[src/rtl/drc_pkg.sv]
package drc_pkg;

   localparam int MAX_NODES = 256;
   localparam int IDX_W     = $clog2(MAX_NODES);
   localparam int CNT_W     = IDX_W + 1;
   localparam int ID_W      = 31;
   localparam int PAIR_W    = 15;

   typedef enum logic [1:0] {
      KIND_DECLARE = 2'd0,
      KIND_EDGE    = 2'd1,
      KIND_COMPUTE = 2'd2,
      KIND_CLEAR   = 2'd3
   } kind_type;

   typedef enum logic [2:0] {
      ST_ACCEPTED  = 3'd0,
      ST_DUPLICATE = 3'd1,
      ST_UNKNOWN   = 3'd2,
      ST_FULL      = 3'd3,
      ST_TOTALS    = 3'd4,
      ST_CLEARED   = 3'd5
   } status_type;

   typedef enum logic [3:0] {
      S_IDLE,
      S_SEARCH,
      S_CMP,
      S_EDGE_RD,
      S_EDGE_WR,
      S_CLEAR,
      S_LOOP_RD,
      S_LOOP_WR,
      S_PAIR_ROW,
      S_PAIR_CACHE,
      S_PAIR_RD,
      S_PAIR_CMP,
      S_RESPOND
   } state_type;

   // commands from controller to datapath
   typedef struct packed {
      logic load;
      logic tab_rd;
      logic tab_cmp;
      logic declare_end;
      logic edge_rd;
      logic edge_end;
      logic clear_all;
      logic loop_rd;
      logic loop_wr;
      logic loop_done;
      logic pair_row;
      logic pair_cache;
      logic pair_rd;
      logic pair_cmp;
      logic pair_next;
      logic set_totals;
   } cmd_type;

   // status from datapath to controller
   typedef struct packed {
      logic is_declare;
      logic scan_more;
      logic i_more;
      logic i_pair_more;
      logic j_more;
   } stat_type;

endpackage

[src/rtl/drc_ctrl.sv]
module drc_ctrl (
   input  logic               clock,
   input  logic               reset,
   input  logic               start,
   input  logic [1:0]         req_kind,
   input  drc_pkg::stat_type  stat,
   output drc_pkg::cmd_type   cmd,
   output logic               busy,
   output logic               rsp_valid
);
   import drc_pkg::*;

   state_type state_ff, state_in;

   // state register
   always_ff @(posedge clock) begin
      if (reset) begin
         state_ff <= S_IDLE;
      end else begin
         state_ff <= state_in;
      end
   end

   // next state and commands
   always_comb begin
      state_in  = state_ff;
      cmd       = '0;
      busy      = (state_ff != S_IDLE);
      rsp_valid = 1'b0;
      case (state_ff)
         S_IDLE: begin
            if (start) begin
               cmd.load = 1'b1;
               case (kind_type'(req_kind))
                  KIND_DECLARE, KIND_EDGE: state_in = S_SEARCH;
                  KIND_COMPUTE:            state_in = S_LOOP_RD;
                  default:                 state_in = S_CLEAR;
               endcase
            end
         end
         S_SEARCH: begin
            if (stat.scan_more) begin
               cmd.tab_rd = 1'b1;
               state_in   = S_CMP;
            end else if (stat.is_declare) begin
               cmd.declare_end = 1'b1;
               state_in        = S_RESPOND;
            end else begin
               state_in = S_EDGE_RD;
            end
         end
         S_CMP: begin
            cmd.tab_cmp = 1'b1;
            state_in    = S_SEARCH;
         end
         S_EDGE_RD: begin
            cmd.edge_rd = 1'b1;
            state_in    = S_EDGE_WR;
         end
         S_EDGE_WR: begin
            cmd.edge_end = 1'b1;
            state_in     = S_RESPOND;
         end
         S_CLEAR: begin
            cmd.clear_all = 1'b1;
            state_in      = S_RESPOND;
         end
         // self-loop sweep
         S_LOOP_RD: begin
            if (stat.i_more) begin
               cmd.loop_rd = 1'b1;
               state_in    = S_LOOP_WR;
            end else begin
               cmd.loop_done = 1'b1;
               state_in      = S_PAIR_ROW;
            end
         end
         S_LOOP_WR: begin
            cmd.loop_wr = 1'b1;
            state_in    = S_LOOP_RD;
         end
         // pair walk over upper triangle
         S_PAIR_ROW: begin
            if (stat.i_pair_more) begin
               cmd.pair_row = 1'b1;
               state_in     = S_PAIR_CACHE;
            end else begin
               cmd.set_totals = 1'b1;
               state_in       = S_RESPOND;
            end
         end
         S_PAIR_CACHE: begin
            cmd.pair_cache = 1'b1;
            state_in       = S_PAIR_RD;
         end
         S_PAIR_RD: begin
            if (stat.j_more) begin
               cmd.pair_rd = 1'b1;
               state_in    = S_PAIR_CMP;
            end else begin
               cmd.pair_next = 1'b1;
               state_in      = S_PAIR_ROW;
            end
         end
         S_PAIR_CMP: begin
            cmd.pair_cmp = 1'b1;
            state_in     = S_PAIR_RD;
         end
         S_RESPOND: begin
            rsp_valid = 1'b1;
            state_in  = S_IDLE;
         end
         default: state_in = S_IDLE;
      endcase
   end

endmodule

[config.mk]
export PLATFORM = sky130hd
export DESIGN_NAME = drc_ctrl
export DESIGN_NICKNAME = d
export VERILOG_FILES = /design/src/rtl/drc_pkg.sv /design/src/rtl/drc_ctrl.sv
export SDC_FILE = /design/constraint.sdc
export NUM_CORES = 1
export LEC_CHECK = 0
export BUFFER_PORTS_ARGS = -buffer_cell sky130_fd_sc_hd__buf_2
export CORE_AREA = 4 4 41 43
export DETAILED_ROUTE_END_ITERATION = 10
export DIE_AREA = 0 0 45 47
export PLACE_DENSITY = 0.65
export REMOVE_ABC_BUFFERS = 1
export SETUP_SLACK_MARGIN = 0.05
export SYNTH_ARGS = -nofsm -noshare
export SYNTH_HDL_FRONTEND = slang
export SYNTH_SLANG_ARGS = --single-unit
[constraint.sdc]
create_clock -name clock -period 2.8 [get_ports clock]
set_input_delay 0.14 -clock clock [delete_from_list [all_inputs] [get_ports clock]]
set_output_delay 0.14 -clock clock [all_outputs]
set_load 0.03 [all_outputs]
**Yosys cells after proc, flatten, opt, wreduce, memory -nomap -nowiden**

Cells that the tools add are included.

- Logic and storage cells: 57
- Bits in registers: 4

- Reductions and logical operators: 6
- Equal/unequal tests: 15
- Multiplexer cells: 35

Operator list:

| operator | count |
|---|---|
| one-hot mux 4 bit (10 select lines) | 1 |
| 2-to-1 mux 1 bit | 27 |
| == test 4 bit (second input constant) | 5 |
| == test 4 x 3 -> 1 bit (second input constant) | 4 |
| 2-to-1 mux 4 bit | 4 |
| == test 4 x 2 -> 1 bit (second input constant) | 2 |
| one-hot mux 3 bit (2 select lines) | 1 |
| OR reduction 2 bit | 3 |
| == test 4 x 1 -> 1 bit (second input constant) | 1 |
| logical NOT 4 bit | 1 |
| nonzero test 4 bit | 1 |
| 2-to-1 mux 3 bit | 1 |
| == test 2 x 1 -> 1 bit (second input constant) | 1 |
| == test 2 bit (second input constant) | 1 |
| logical NOT 2 bit | 1 |
| 2-to-1 mux 2 bit | 1 |
| != test 2 bit (second input constant) | 1 |

**Logic depth before layout (Yosys ltp)**

- Depth after elaboration: 5
- Depth in mapped cells: 5
- Mapped depth without buffers: 4

**Worst setup path after synthesis**

OpenSTA, ideal clock, no wires.

- Kind: reg-to-output
- From: register state_ff[3]
- To: output port cmd[5] in the netlist's numbering
- Slack: 0.852 ns
- Data arrival time: 1.808 ns
- Cell stages (with the launch flop): 5
- Path through: dfxtp_1 buf_2 buf_2 nand2_1 nor4b_1

RTL lines:

| element | line | RTL |
|---|---|---|
| from (decl) | drc_ctrl.sv:13 | `state_type state_ff, state_in;` |
| from (signal assigned) | drc_ctrl.sv:20 | `state_ff <= state_in;` |
| to (decl) | drc_ctrl.sv:7 | `output drc_pkg::cmd_type cmd,` |

==> summary.txt <==
Yosys
  • Flops & latches, synth: 4
  • Commonest cells post-synth: nor2_1 (7), nand2b_1 (5)
  • Syn Std Cell Area: approximately 480 sq um
  • Cells after Synth: 67
  • Post-synth EDFFs: 0
  • Yosys cell types: 30
  • Count leader, synth: nor2_1
  • Synth async-reset ratio: 0%
  • Largest area contributor in the netlist: dfxtp_1
  • Sequential area share after synthesis: between 15 and 20%
  • YS warnings: 0
  • Syn_area_per_cell: 7.12 sq um
  • Top cells by area, synth: dfxtp_1 (17%), nand2b_1 (6.6%), nand3b_1 (6.3%), nor2_1 (5.5%), a31oi_1 (5.2%)
  • Synth Flop Type: dfxtp_1
  • Synth top area share: around 17%

Clocking
  • Num Clock Sinks: 4
  • Clk slew on worst S/H paths: about 0.04 ns
  • Setup bufs post-CTS: 0
  • CTS Buf Count: 3
  • H-Tree Depth: 1
  • CTS hold repair buffers: 0
  • TritonCTS clock tree: yes
  • Buffer levels on the longest clock path: 2
  • Worst skew pair latency: 0.23 ns
  • Root Buffer: clkbuf_4
  • Post-CTS resize count: 0

Timing
  • Unrepaired setup endpoints after global routing: no
  • Fmax: between 0.5 and 0.6 GHz
  • Worst slew margin: between 50% and 60%
  • Fin Setup TNS: 0 ns
  • Final-report max-slew violation count: 0
  • Worst Skew: ~0.0030 ns
  • Final Cycle Share: 67.1%
  • # setup viols final: 0
  • Final Hold Viols: 0
  • Fin crit period: 1.88 ns
  • Worst-Margin Slew: about 0.6 ns

Finish
  • Largest registers: state_ff: 4 flops
  • Largest register FFs: 4
  • Synth-to-layout area growth: 29.9%
  • Most flops, register: state_ff
  • Post-Layout Cell Count: 106
  • Layout cell share with drive strength beyond 1: 37.4%
  • # diodes: 0
  • Nets: slightly above 100

Run status
  • Outcome: finished clean

Worst hold path
  • Hold WC Path Type: primary input to register
  • Hold Path Stages: 3
  • Worst hold endpoint: state_ff[3]
  • Worst hold start: stat[2]

Job
  • Max Cap Viol: 0

Setup path
  • CP Buf/Inv Count: 2
  • Internal reg-to-reg setup slack: between 1 and 1.5 ns
  • CP arrival: ~1.7 ns
  • Worst path slowest cell: dfxtp_1
  • Worst path required time: 2.66 ns
  • Reg2Reg Depth: 3
  • Crit path cell chain: nand2b_1 -> or3_1 -> inv_1 -> buf_2
  • Critical path peak fanout: 20
  • RR Startpoint: state_ff[3]
  • Max incr delay on CP: 0.69 ns
  • Crit path max-delay family: flip-flops
  • Setup crit start kind: register
  • CP endpoint kind: output pin
  • Crit Path Category: register to output pin
  • FF-to-FF End: state_ff[2]

Global routing
  • Total track usage: 12.4%
  • GRT busiest layer: met2
  • Grt total ovfl: 0
  • GRT met2 Usage: between 15 and 20%
  • First-pass GRT wire length: between 1500 and 2000 um
  • Met3 Track Usage GR: 2.30%
  • Vias in the first global route: between 400 and 500
  • Met1 Track Usage GR: between 15 and 20%
  • Largest net degree at the start of global routing: 21
  • Initial antenna violation count: 0

Place
  • RD Place Congestion: around 0.7
  • Port-buffer cells: 27
  • # placed instances: roughly 100
  • Final HPWL DP: ~930 um

Detailed routing
  • 1st-iter DRT viols: 12
  • WL per Instance: around 11 um
  • DR vias: ~570
  • DRC errors left: 0
  • DRT antenna net count: 0
  • Via/cell ratio: between 5 and 6
  • Drt first pass iters: 4
  • Routed WL: 1210 um

Floorplan
  • Die ar.: 2120 sq um
  • Initial core utilization: 36.6%
  • Width of the die: ~45 um
  • Core ar.: about 1300 sq um
  • # IOs: 28
  • Std-Cell Rows: 13
  • Die Ht: between 40 and 50 um

Power
  • Lkg Pwr: approximately 0.29 nW
  • Power Dens Cells: between 900 and 1000 nW/um^2
  • VDD IR-drop max: between 500 and 600 uV
-- through the flow --
step / cell area, sq um / worst slack, ns / hold slack [ns] / utilization (%) / power [mW]
4_1_cts: 619 / 0.900 / 0.257 / 47.6 / 0.611
5_1_grt: 619 / 0.750 / 0.314 / 47.6 / 0.663
3_5_place_dp: 597 / 1.16 / 0.508 / 45.9 / 0.535
2_1_floorplan: 443 / 0.844 / 0.355 / - / 0.434
6_report: 619 / 0.922 / 0.264 / 47.6 / 0.605
3_3_place_gp: 597 / 1.21 / 0.509 / 45.9 / 0.536
-- layout by cell type, fill, tap and decap left out --
cell type,instances
or3_1,1
nor2_1,7
nor3_1,4
nand3b_1,4
inv_2,1
and3b_1,1
a21oi_1,1
a21bo_2,1
nand2b_1,5
nor4b_1,2
inv_1,3
nor4_1,3
o21ai_0,1
dfxtp_1,4
clkbuf_4,3
a211o_1,2
a2bb2oi_1,1
buf_2,27
nor2b_1,1
nor4b_2,1
a21o_1,2
and2_1,2
nand4b_1,1
a31oi_1,4
o21ai_1,1
a22oi_1,1
or4b_1,2
nand2_1,4
nor4_2,1
-- worst min-delay path, cell delays in order --
cell	delay [ns]
buf_2	0.11
or3_1	0.13
a31oi_1	0.07
-- how the worst max path moves through the flow --
| stage | to | slack (ns) | cells past startpoint | startpoint |
|---|---|---|---|---|
| after global routing | cmd[6] | 0.75 | 4 | state_ff[1] |
| final | cmd[6] | 0.92 | 4 | state_ff[2] |
| after CTS | cmd[6] | 0.90 | 4 | state_ff[1] |
| after floorplan | cmd[5] | 0.84 | 2 | state_ff[3] |
| after detailed placement | cmd[6] | 1.16 | 4 | state_ff[1] |
| after global placement | cmd[6] | 1.21 | 4 | state_ff[1] |
-- where the power goes --
| part | total (mW) | leakage (nW) | internal (mW) | switching, mW |
|---|---|---|---|---|
| clock | 0.0712 | 0.0138 | 0.0479 | 0.0233 |
| sequential | 0.175 | 0.0328 | 0.0797 | 0.0951 |
| combinational | 0.359 | 0.240 | 0.143 | 0.216 |
-- final cells by class --
cell class | count | area [sq um]
flip-flops and latches | 4 | 80.1
inverters | 4 | 15.0
repair buffers | 27 | 135
clock buffers | 3 | 22.5
fillers | 151 | 682
multi-input cells | 53 | 348
well taps | 15 | 18.8
-- cell families after synthesis --
group | Yosys count | synth area share, %
buf+inv | 10 | 10.2
simple gates | 39 | 52.2
compound gates | 14 | 20.7
flops | 4 | 16.8
-- routing by layer --
| layer | up-vias | wire length (um) | part of all wire, % |
|---|---|---|---|
| li1 | 295 | - | - |
| met1 | 253 | 555 | 46 |
| met2 | 20 | 557 | 46 |
| met3 | 0 | 92 | 7.6 |
| met4 | 0 | 0 | 0 |
| met5 | - | 0 | 0 |
No activity file was read; power rests on OpenSTA's default activity.
